## src/rtl/core/pps_pkg.sv

```systemverilog
// Shared types, constants and codes of the preemptive priority scheduler.
`default_nettype none

package pps_pkg;

    // Table geometry.
    localparam int SLOTS   = 16;
    localparam int SLOT_AW = (SLOTS > 1) ? $clog2(SLOTS) : 1;
    localparam int CNT_W   = $clog2(SLOTS + 1);

    // Field widths and saturation limits.
    localparam int TIME_W = 24;
    localparam int SUM_W  = 28;
    localparam int CFG_W  = 5;

    localparam logic [TIME_W-1:0] TIME_MAX  = {TIME_W{1'b1}};
    localparam logic [SUM_W-1:0]  SUM_MAX   = {SUM_W{1'b1}};
    localparam logic [CFG_W-1:0]  COUNT_MAX = {CFG_W{1'b1}};

    // Operation codes carried in the input tuser.
    localparam logic [1:0] OP_CLEAR = 2'd0;
    localparam logic [1:0] OP_LOAD  = 2'd1;
    localparam logic [1:0] OP_TICK  = 2'd2;

    // One slot of the task table as it sits in memory.
    typedef struct packed {
        logic [TIME_W-1:0] start;
        logic [7:0]        prio;
        logic [15:0]       remaining;
        logic [15:0]       burst;
        logic [15:0]       arrival;
    } entry_t;

    localparam int ENTRY_W = $bits(entry_t);

    // Sequencer states.
    typedef enum logic [1:0] {
        ST_IDLE,
        ST_SCAN,
        ST_UPD,
        ST_EMIT
    } state_t;

endpackage

`default_nettype wire

```

## src/rtl/core/pps_ram.sv

```systemverilog
// Generic single-write, single-read RAM with a registered read port.
`default_nettype none

module pps_ram #(
    parameter int WIDTH = 8,
    parameter int DEPTH = 16
) (
    input  wire logic                             aclk,
    input  wire logic                             we,
    input  wire logic [$clog2(DEPTH > 1 ? DEPTH : 2)-1:0] waddr,
    input  wire logic [WIDTH-1:0]                 wdata,
    input  wire logic                             re,
    input  wire logic [$clog2(DEPTH > 1 ? DEPTH : 2)-1:0] raddr,
    output logic      [WIDTH-1:0]                 rdata
);

    logic [WIDTH-1:0] mem_reg [DEPTH];

    // Write port.
    always_ff @(posedge aclk) begin
        if (we) begin
            mem_reg[waddr] <= wdata;
        end
    end

    // Read port, registered.
    always_ff @(posedge aclk) begin
        if (re) begin
            rdata <= mem_reg[raddr];
        end
    end

endmodule

`default_nettype wire

```

## src/rtl/core/preemptive_priority_scheduler.sv

```systemverilog
// Top level of the preemptive priority scheduler: task table, scan sequencer and result stage.
//
//  channel   | direction | handshake              | contents
//  ----------+-----------+------------------------+-------------------------------------
//  s_        | in        | s_tvalid / s_tready    | op in tuser, task data in tdata
//  m_        | out       | m_tvalid / m_tready    | one result word per tick
//  cfg_      | in        | cfg_valid / cfg_ready  | active_count
//
// Clear and load words are taken in the idle state. After a tick is accepted, the scan reads
// one slot a cycle from the table memory and then compares the last slot read; the update
// state then writes the chosen slot back and the emit state moves the result into the
// output register, as the input turns ready again.
// Reset empties the table at once through per-slot valid bits. A stalled result holds
// the block in its last state; a waiting result does not block clear or load words.
`default_nettype none

module preemptive_priority_scheduler (
    input  wire logic         aclk,
    input  wire logic         aresetn,
    // Input words.
    input  wire logic         s_tvalid,
    output logic              s_tready,
    // tdata: slot[3:0], arrival_time[19:4], burst_time[35:20], priority_req[43:36], zeros
    input  wire logic [47:0]  s_tdata,
    // tuser: op[1:0]
    input  wire logic [1:0]   s_tuser,
    // Result words.
    output logic              m_tvalid,
    input  wire logic         m_tready,
    // tdata: time_now[23:0], run_slot[27:24], start_time[51:28], finish_time[75:52],
    //        turnaround_time[99:76], waiting_time[123:100], total_waiting[151:124],
    //        total_turnaround[179:152], all_done[180], zeros
    output logic      [183:0] m_tdata,
    // tuser: idle[0], finished[1]
    output logic      [1:0]   m_tuser,
    // Configuration: active_count.
    input  wire logic         cfg_valid,
    output logic              cfg_ready,
    input  wire logic [pps_pkg::CFG_W-1:0] cfg_data
);

    import pps_pkg::*;

    // Input field unpacking.
    logic [1:0]  in_op;
    logic [3:0]  in_slot;
    logic [15:0] in_arrival;
    logic [15:0] in_burst;
    logic [7:0]  in_prio;
    logic        s_accept;

    assign in_op      = s_tuser;
    assign in_slot    = s_tdata[3:0];
    assign in_arrival = s_tdata[19:4];
    assign in_burst   = s_tdata[35:20];
    assign in_prio    = s_tdata[43:36];
    assign s_accept   = s_tvalid && s_tready;

    // Control and state registers.
    state_t             state_reg, state_next;
    logic [CNT_W-1:0]   idx_reg;
    logic               pend_reg;
    logic [SLOT_AW-1:0] pidx_reg;
    logic [SLOTS-1:0]   valid_reg;
    logic               have_pick_reg;
    logic [SLOT_AW-1:0] best_idx_reg;
    entry_t             best_reg;
    logic [TIME_W-1:0]  time_reg;
    logic [CFG_W-1:0]   count_reg;
    logic [SUM_W-1:0]   wsum_reg;
    logic [SUM_W-1:0]   tsum_reg;
    logic [CFG_W-1:0]   active_reg;
    logic               ran_reg;
    logic               fin_reg;
    logic [SLOT_AW-1:0] run_reg;
    logic [TIME_W-1:0]  st_reg;
    logic [TIME_W-1:0]  tat_reg;
    logic [TIME_W-1:0]  wt_reg;
    logic               m_valid_reg;
    logic [183:0]       m_tdata_reg;
    logic [1:0]         m_tuser_reg;

    // Memory port signals.
    logic               ram_we;
    logic [SLOT_AW-1:0] ram_waddr;
    entry_t             ram_wdata;
    logic               ram_re;
    logic [SLOT_AW-1:0] ram_raddr;
    logic [ENTRY_W-1:0] ram_rdata;

    pps_ram #(
        .WIDTH(ENTRY_W),
        .DEPTH(SLOTS)
    ) u_table (
        .aclk  (aclk),
        .we    (ram_we),
        .waddr (ram_waddr),
        .wdata (ram_wdata),
        .re    (ram_re),
        .raddr (ram_raddr),
        .rdata (ram_rdata)
    );

    // Number of slots a tick scans.
    logic [CNT_W-1:0] scan_lim;
    always_comb begin
        if (int'(active_reg) < SLOTS) begin
            scan_lim = CNT_W'(active_reg);
        end else begin
            scan_lim = CNT_W'(SLOTS);
        end
    end

    // Scan comparator: does the slot just read beat the best so far?
    entry_t cand;
    logic   take;
    always_comb begin
        cand = entry_t'(ram_rdata);
        take = pend_reg && valid_reg[pidx_reg] && (cand.remaining != 16'd0) &&
               ({8'd0, cand.arrival} <= time_reg) &&
               (!have_pick_reg || (cand.prio < best_reg.prio) ||
                ((cand.prio == best_reg.prio) && (cand.arrival < best_reg.arrival)));
    end

    // Update of the chosen slot and the figures of a completion.
    entry_t            upd_ent;
    logic [TIME_W-1:0] time_next;
    logic              fin_c;
    logic [TIME_W-1:0] tat_c;
    logic [TIME_W-1:0] wt_c;
    always_comb begin
        upd_ent = best_reg;
        if (best_reg.remaining == best_reg.burst) begin
            upd_ent.start = time_reg;
        end
        upd_ent.remaining = best_reg.remaining - 16'd1;
        if (time_reg == TIME_MAX) begin
            time_next = time_reg;
        end else begin
            time_next = time_reg + 24'd1;
        end
        fin_c = have_pick_reg && (best_reg.remaining == 16'd1);
        tat_c = time_next - {8'd0, best_reg.arrival};
        if (tat_c > {8'd0, best_reg.burst}) begin
            wt_c = tat_c - {8'd0, best_reg.burst};
        end else begin
            wt_c = '0;
        end
    end

    // Running totals as they stand after this result.
    logic              out_free;
    logic [SUM_W:0]    wsum_add;
    logic [SUM_W:0]    tsum_add;
    logic [SUM_W-1:0]  wsum_next;
    logic [SUM_W-1:0]  tsum_next;
    logic [CFG_W-1:0]  count_next;
    always_comb begin
        out_free = !m_valid_reg || m_tready;
        wsum_add = {1'b0, wsum_reg} + {{(SUM_W + 1 - TIME_W){1'b0}}, wt_reg};
        tsum_add = {1'b0, tsum_reg} + {{(SUM_W + 1 - TIME_W){1'b0}}, tat_reg};
        wsum_next  = wsum_reg;
        tsum_next  = tsum_reg;
        count_next = count_reg;
        if (fin_reg) begin
            wsum_next  = wsum_add[SUM_W] ? SUM_MAX : wsum_add[SUM_W-1:0];
            tsum_next  = tsum_add[SUM_W] ? SUM_MAX : tsum_add[SUM_W-1:0];
            count_next = (count_reg == COUNT_MAX) ? count_reg : count_reg + 5'd1;
        end
    end

    // Sequencer: next state and memory port control.
    always_comb begin
        state_next = state_reg;
        s_tready   = (state_reg == ST_IDLE);
        ram_we     = 1'b0;
        ram_waddr  = SLOT_AW'(in_slot);
        ram_wdata  = '{start: '0, prio: in_prio, remaining: in_burst,
                       burst: in_burst, arrival: in_arrival};
        ram_re     = 1'b0;
        ram_raddr  = idx_reg[SLOT_AW-1:0];
        unique case (state_reg)
            ST_IDLE: begin
                if (s_accept && (in_op == OP_LOAD) && (int'(in_slot) < SLOTS)) begin
                    ram_we = 1'b1;
                end
                if (s_accept && (in_op == OP_TICK)) begin
                    state_next = ST_SCAN;
                end
            end
            ST_SCAN: begin
                if (idx_reg < scan_lim) begin
                    ram_re = 1'b1;
                end else begin
                    state_next = ST_UPD;
                end
            end
            ST_UPD: begin
                if (have_pick_reg) begin
                    ram_we    = 1'b1;
                    ram_waddr = best_idx_reg;
                    ram_wdata = upd_ent;
                end
                state_next = ST_EMIT;
            end
            ST_EMIT: begin
                if (out_free) begin
                    state_next = ST_IDLE;
                end
            end
            default: begin
                state_next = ST_IDLE;
            end
        endcase
    end

    // State register.
    always_ff @(posedge aclk) begin
        if (!aresetn) begin
            state_reg <= ST_IDLE;
        end else begin
            state_reg <= state_next;
        end
    end

    // Control state: valid bits, time, totals, scan progress, output handshake.
    always_ff @(posedge aclk) begin
        if (!aresetn) begin
            valid_reg     <= '0;
            time_reg      <= '0;
            count_reg     <= '0;
            wsum_reg      <= '0;
            tsum_reg      <= '0;
            active_reg    <= 5'd1;
            idx_reg       <= '0;
            pend_reg      <= 1'b0;
            have_pick_reg <= 1'b0;
            m_valid_reg   <= 1'b0;
        end else begin
            if (cfg_valid) begin
                active_reg <= cfg_data;
            end
            // Output valid is set when a result word is written and cleared when it is taken.
            if ((state_reg == ST_EMIT) && out_free) begin
                m_valid_reg <= 1'b1;
            end else if (m_tready) begin
                m_valid_reg <= 1'b0;
            end
            pend_reg <= ram_re;
            if (take) begin
                have_pick_reg <= 1'b1;
            end
            unique case (state_reg)
                ST_IDLE: begin
                    idx_reg       <= '0;
                    have_pick_reg <= 1'b0;
                    if (s_accept && (in_op == OP_CLEAR)) begin
                        valid_reg <= '0;
                        time_reg  <= '0;
                        count_reg <= '0;
                        wsum_reg  <= '0;
                        tsum_reg  <= '0;
                    end
                    if (ram_we) begin
                        valid_reg[ram_waddr] <= 1'b1;
                    end
                end
                ST_SCAN: begin
                    if (ram_re) begin
                        idx_reg <= idx_reg + 1'b1;
                    end
                end
                ST_UPD: begin
                    time_reg <= time_next;
                end
                ST_EMIT: begin
                    if (out_free) begin
                        wsum_reg    <= wsum_next;
                        tsum_reg    <= tsum_next;
                        count_reg   <= count_next;
                    end
                end
                default: begin
                    idx_reg <= '0;
                end
            endcase
        end
    end

    // Payload: best candidate, completion figures and the output word.
    always_ff @(posedge aclk) begin
        if (ram_re) begin
            pidx_reg <= ram_raddr;
        end
        if (take) begin
            best_reg     <= cand;
            best_idx_reg <= pidx_reg;
        end
        if (state_reg == ST_UPD) begin
            ran_reg <= have_pick_reg;
            fin_reg <= fin_c;
            run_reg <= have_pick_reg ? best_idx_reg : '0;
            st_reg  <= fin_c ? upd_ent.start : '0;
            tat_reg <= fin_c ? tat_c : '0;
            wt_reg  <= fin_c ? wt_c : '0;
        end
        if ((state_reg == ST_EMIT) && out_free) begin
            m_tdata_reg <= {3'd0,
                            (count_next >= active_reg),
                            tsum_next,
                            wsum_next,
                            wt_reg,
                            tat_reg,
                            fin_reg ? time_reg : 24'd0,
                            st_reg,
                            4'(run_reg),
                            time_reg};
            m_tuser_reg <= {fin_reg, !ran_reg};
        end
    end

    assign m_tvalid  = m_valid_reg;
    assign m_tdata   = m_tdata_reg;
    assign m_tuser   = m_tuser_reg;
    assign cfg_ready = 1'b1;

endmodule

`default_nettype wire
```

## config.mk

```make
export PLATFORM = sky130hd
export DESIGN_NAME = preemptive_priority_scheduler
export DESIGN_NICKNAME = d
export VERILOG_FILES = /design/src/rtl/core/pps_pkg.sv /design/src/rtl/core/pps_ram.sv /design/src/rtl/core/preemptive_priority_scheduler.sv
export SDC_FILE = /design/constraint.sdc
export NUM_CORES = 2
export LEC_CHECK = 0
export BUFFER_PORTS_ARGS = -buffer_cell sky130_fd_sc_hd__buf_2
export CORE_MARGIN = 1.5
export CORE_UTILIZATION = 45
export CTS_CLUSTER_DIAMETER = 150
export DETAILED_ROUTE_END_ITERATION = 10
export PLACE_DENSITY = 0.62
export SLEW_MARGIN = 30
export SYNTH_ARGS = -nofsm -noshare
export SYNTH_HDL_FRONTEND = slang
export SYNTH_HIERARCHICAL = 1
export SYNTH_SLANG_ARGS = --single-unit
```

## constraint.sdc

```tcl
create_clock -name aclk -period 15 [get_ports aclk]
set_clock_uncertainty 0.05 [all_clocks]
set_input_delay 0.75 -clock aclk [delete_from_list [all_inputs] [get_ports aclk]]
set_output_delay 0.75 -clock aclk [all_outputs]
set_load 0.005 [all_outputs]
```

# Word level (Yosys, flattened, before mapping)
# Memory sizes are Yosys's and may differ from the RTL's. A register that Yosys moved wholly into a read port is not among the register bits.
# Index checks and enable logic that the tools add are counted.
[totals]
register_bits = 465
n_memories = 1
output_inout_bits = 189
ramBits = 1280
[memory_table]
columns = ["memory", "words", "width", "read_ports", "rd_clocked_by_memory_dff", "wr", "line_no", "text"]
rows = [
  ["u_table.mem_reg", 16, 80, 1, 1, 1, "pps_ram.sv:17", "logic [WIDTH-1:0] mem_reg [DEPTH];"],
]
[op_classes]
n_addsub = 8
order_cmp = 10
n_eq_ne = 15
mux = 46
bitwise = 2
n_reduce_logical = 31
[op_table]
columns = ["op", "count"]
rows = [
  ["two-way mux 28 bit", 7],
  ["two-way mux 80 bit", 2],
  ["one-hot mux 28 bit (2 select lines)", 2],
  ["two-way mux 24 bit", 3],
  ["two-way mux 16 bit", 4],
  ["adder 28 x 24 -> 29 bit", 2],
  ["one-hot mux 24 bit (2 select lines)", 1],
  ["subtractor 24 x 16 -> 24 bit", 2],
  ["two-way mux 5 bit", 6],
  ["adder 24 x 1 -> 24 bit (second input constant)", 1],
  ["equality test 24 bit (second input constant)", 1],
  ["> comparator 24 x 16 -> 1 bit", 1],
  ["less-or-equal comparator 16 x 24 -> 1 bit", 1],
  ["one-hot mux 5 bit (2 select lines)", 2],
  ["equality test 16 x 1 -> 1 bit (second input constant)", 1],
  ["equality test 16 bit", 1],
  ["less-than comparator 16 bit", 1],
  ["OR 16 bit", 1],
  ["nonzero test 16 bit", 1],
  ["subtractor 16 x 1 -> 16 bit (second input constant)", 1],
  ["logical AND 1 bit", 12],
  ["adder 5 x 1 -> 5 bit (second input constant)", 2],
  ["less-than comparator 4 x 5 -> 1 bit (second input constant)", 2],
  ["two-way mux 1 bit", 10],
  ["25 further kinds", 45],
]

# Longest topological paths before layout
[depth]
ltp_word = 8
depth_mapped = 24
ltp_nobuf = 24

# By module
# Netlist, hierarchy kept.
[modules_own_cells]
columns = ["mod", "n_inst", "area_each_um2", "seq_area_each_um2", "cells_each"]
rows = [
  ["pps_ram", 1, 50223.2, 40839.2, 2054],
  ["preemptive_priority_scheduler", 1, 23936.7, 12802.3, 2233],
]

# Least setup slack after synthesis
# Ideal clock, no wire load.
[synth_path]
path_kind = "flip-flop to flip-flop"
startpoint = "register state_reg[0]"
endpoint = "memory u_table/mem_reg[0][0] in the netlist's numbering (enable)"
n_path_buf = 2
t_arrival_ps = 9446
slack_ps = 4888
period_less_slack_ps = 10112
path_stages_with_launch = 10
path_cell_list = "dfxtp_1 inv_1 ha_1 clkbuf_1 and2_1 clkbuf_1 mux2i_1 inv_1 or3b_2 nor3_1"
[synth_via]
word_cells_on_any_way = 9
[synth_lines]
columns = ["item", "line_no", "text"]
rows = [
  ["from (decl)", "preemptive_priority_scheduler.sv:60", "state_t state_reg, state_next;"],
  ["from (signal assigned)", "preemptive_priority_scheduler.sv:222", "state_reg <= state_next;"],
  ["equality test 2 bit", "preemptive_priority_scheduler.sv:182", "unique case (state_reg)"],
  ["two-way mux 4 bit", "preemptive_priority_scheduler.sv:182", ""],
  ["named net ram_waddr[2]", "preemptive_priority_scheduler.sv:85", "logic [SLOT_AW-1:0] ram_waddr;"],
  ["to (decl)", "pps_ram.sv:17", ""],
]
# The timed path passes the listed nets, and every way through them passes these cells.

# Final worst setup path
[layout_path]
startpoint = "register time_reg[16]"
endpoint = "register wt_reg[15] (data pin)"
[layout_via]
elab_chain_len = 5
word_cells_on_any_way = 7
[layout_rtl]
columns = ["item", "line_no", "text"]
rows = [
  ["from (decl)", "preemptive_priority_scheduler.sv:68", "logic [TIME_W-1:0] time_reg;"],
  ["from (signal assigned)", "preemptive_priority_scheduler.sv:274", "time_reg <= time_next;"],
  ["equality test 24 bit *", "preemptive_priority_scheduler.sv:137", "if (time_reg == TIME_MAX) begin"],
  ["two-way mux 24 bit *", "preemptive_priority_scheduler.sv:137", ""],
  ["subtractor 24 x 16 -> 24 bit *", "preemptive_priority_scheduler.sv:143", "tat_c = time_next - {8'd0, best_reg.arrival};"],
  ["named net tat_c[13]", "preemptive_priority_scheduler.sv:129", "logic [TIME_W-1:0] tat_c;"],
  ["> comparator 24 x 16 -> 1 bit", "preemptive_priority_scheduler.sv:144", "if (tat_c > {8'd0, best_reg.burst}) begin"],
  ["AND reduction 2 bit (no line)", "-", ""],
  ["to (signal assigned)", "preemptive_priority_scheduler.sv:305", "wt_reg <= fin_c ? wt_c : '0;"],
  ["to (decl)", "preemptive_priority_scheduler.sv:78", "logic [TIME_W-1:0] wt_reg;"],
]
# The timed path passes the listed nets; every way through them passes the cells marked *.
# A chain may end at the register's enable or synchronous reset.

==> results_dict.tcl <==
set metrics [dict create \
    drtIter0Drc 4471 \
    grt_pass1_wl_mm 275 \
    clk_pin_slew_worst_paths_ns 0.06 \
    final_util_pct 51.8 \
    period_share_pct 49.1 \
    htreeDepth 4 \
    clockBufferDepth 3 \
    via_count 40900 \
    synth_area_mm2 0.0742 \
    fmax_mhz 136 \
    hold_class "input port to flop" \
    gp_congestion 0.886 \
    cts-root-buf "clkbuf_16" \
    pwr-share-clk_pct 42.4 \
    holdBufCountCts 0 \
    postSynthAreaPerCell_um2 17.3 \
    synth.distinct_cells 86 \
    ant_nets 0 \
    final_cell_mix "1709 x edfxtp_1, 324 x mux4_2, 260 x nor2_1, 240 x nand2_1, 240 x buf_2" \
    die_height_um 409 \
    switchingPower_uw 2330 \
    drive_gt1_share_pct 21.6 \
    ir_worst_vdd_v 0.000124 \
    hpwl_mm 112 \
    overflow 0 \
    syn_inst 4287 \
    synth_edf_count 1709 \
    grt_max_degree 111 \
    die_w_um 409 \
    drt-vias-per-instance 5.87 \
    relSlewSlack_pct 32.5 \
    async_reset_ff_share_pct 0 \
    worstSkewPairLatency_ns 0.84 \
    grt_pass1_vias 40000 \
    drv_slew 0 \
    crit_slowest_cell "dfxtp_1" \
    rows 148 \
    worstMarginPinSlew_ns 1.01 \
    crit_path_frequent_cell "o21ai_0" \
    crit_family "compound AO/OA/AOI/OAI gates" \
    cp_data_arrival_time_ns 7.88 \
    worstSetupPathType "flop to flop" \
    cts_tree "done" \
    dieArea_mm2 0.167 \
    finalWorstSetupSlack_ns 7.63 \
    p_comb_share_pct 4.9 \
    largest_reg_flops 1280 \
    p_leak_uw 0.0288 \
    clkSinkCount 1825 \
    area_growth_pct 14.0 \
    finalSetupViolCount 0 \
    yosys_warnings 6 \
    seq_power_share_pct 52.7 \
    setup-tns-final_ns 0 \
    drv_cap 0 \
    synth-seq-cells 1825 \
    post-place-ws_ns 7.71 \
    synthFlopType "edfxtp_1" \
    wl_per_cell_um 27.1 \
    cp.required_ns 15.51 \
    yosysSeqAreaShare_pct 72.3 \
    cp_cell_sequence "nand3_2 -> nor4_1 -> nand2_1 -> o21ai_0 -> ha_1 -> nor2b_1 -> o31a_1 -> o211a_1 -> o21a_1 -> o21ai_0 -> nand2b_1 -> a31o_2 -> a21oi_1 -> xnor2_1 -> ha_1 -> a21o_1 -> a21o_1 -> a221oi_1 -> o21ai_0 -> o41ai_4 -> buf_4 -> nor3_1" \
    crit_path_end_kind "flop" \
    layout.cells.most_common "edfxtp_1" \
    cpPeakStageDelay_ns 0.72 \
    hold_viol_final 0 \
    worst_setup_path_start_kind "flop" \
    nNetsFinal 4849 \
    drt_wl_total_mm 189 \
    switching_share_pct 21.6 \
    p_int_uw 8460 \
    numCtsBuffers 183 \
    pin_count 249 \
    critPathBufInv 1 \
    core_mm2 0.163 \
    portBuffers 240 \
    outcome "complete, no violations" \
    fin_crit_ns 7.37 \
    initial_core_util_pct 45.5 \
    postCtsSetupRepairBufs 0 \
    rsz0062_at_grt "no" \
    p_per_area_mw_per_mm2 128 \
    firstDrtPassIters 6 \
    drc 0 \
    path_max_fanout 24 \
    antenna_found_initial 5 \
    track_usage_pct 22.5 \
    ctsResizeCount 0 \
]
[tightest hold or removal path, delay by kind of cell]
| family | cells | cell delay [ns] |
|---|---|---|
| muxes | 1 | 0.07 |
| buffers and inverters | 1 | 0.12 |
| and+or+nand+nor | 1 | 0.06 |
[cells by family after synthesis]
kind of cell / count (synthesis) / share of synthesized area, %
buffers and inverters: 302 / 1.78
adders and majority gates: 141 / 2.42
AOI/OAI and AO/OA: 721 / 6.52
xor gates and xnor gates: 128 / 1.52
muxes: 356 / 10.3
other: 2 / 0.0101
and+or+nand+nor: 812 / 5.12
DFF: 1825 / 72.3
[cells in the mapped netlist (52+ instances only)]
| master | count | area, um^2 |
|---|---|---|
| ha_1 | 137 | 1710 |
| nor2_1 | 276 | 1040 |
| nand2_1 | 241 | 905 |
| o21ai_0 | 135 | 676 |
| clkbuf_1 | 113 | 424 |
| edfxtp_1 | 1709 | 51300 |
| inv_1 | 107 | 402 |
| dfxtp_1 | 116 | 2320 |
| a21oi_1 | 135 | 676 |
| mux4_2 | 324 | 7300 |
| a22oi_1 | 186 | 1400 |
| xnor2_1 | 83 | 727 |
| a21o_1 | 52 | 390 |
[final timing paths]
| path | start | endpoint | slack [ns] | cells after the start |
|---|---|---|---|---|
| min | cfg_data[0] | active_reg[0] | 0.18 | 3 |
| max reg2reg | time_reg[16] | wt_reg[15] | 7.63 | 22 |
| max | time_reg[16] | wt_reg[15] | 7.63 | 22 |
| min reg2reg | u_table/rdata[77] | best_reg[77] | 0.36 | 0 |
[through the flow]
stage	cells	instance area, um^2	total power (uW)	hold slack (ns)
2_1_floorplan	4289	74200	6150	0.350
3_3_place_gp	6634	78300	6320	0.352
3_5_place_dp	6637	78400	6330	0.355
4_1_cts	6973	84500	10900	0.123
5_1_grt	6974	84500	11100	0.145
6_report	6976	84500	10800	0.184
[routing by layer]
metal | global-route usage, % | share of wire, % | vias to the layer above
met2 | 35.7 | 47 | 1628
li1 | - | - | 17800
met3 | 3.86 | 7.8 | 242
met4 | 4.96 | 1.8 | 4
met5 | 0 | 0.012 | -
met1 | 32.6 | 43 | 21300
[power groups by stage]
stage	registers (uW)	clock network [uW]	logic [uW]
5_1_grt	5690	4830	579
3_3_place_gp	5790	0	526
3_5_place_dp	5790	0	535
2_1_floorplan	5760	0	389
4_1_cts	5680	4650	536
6_report	5680	4580	532
[cell type report]
class / instances / area (um^2)
Fill cell: 13100 / 78600
Sequential cell: 1825 / 53600
Multi-Input combinational cell: 2162 / 19400
Clock buffer: 229 / 4820
Tap cell: 2175 / 2720
Timing Repair Buffer: 368 / 2290
Clock inverter: 107 / 1240
Inverter: 108 / 408
Antenna cell: 2 / 5.00
(Power assumes the default switching activity.)
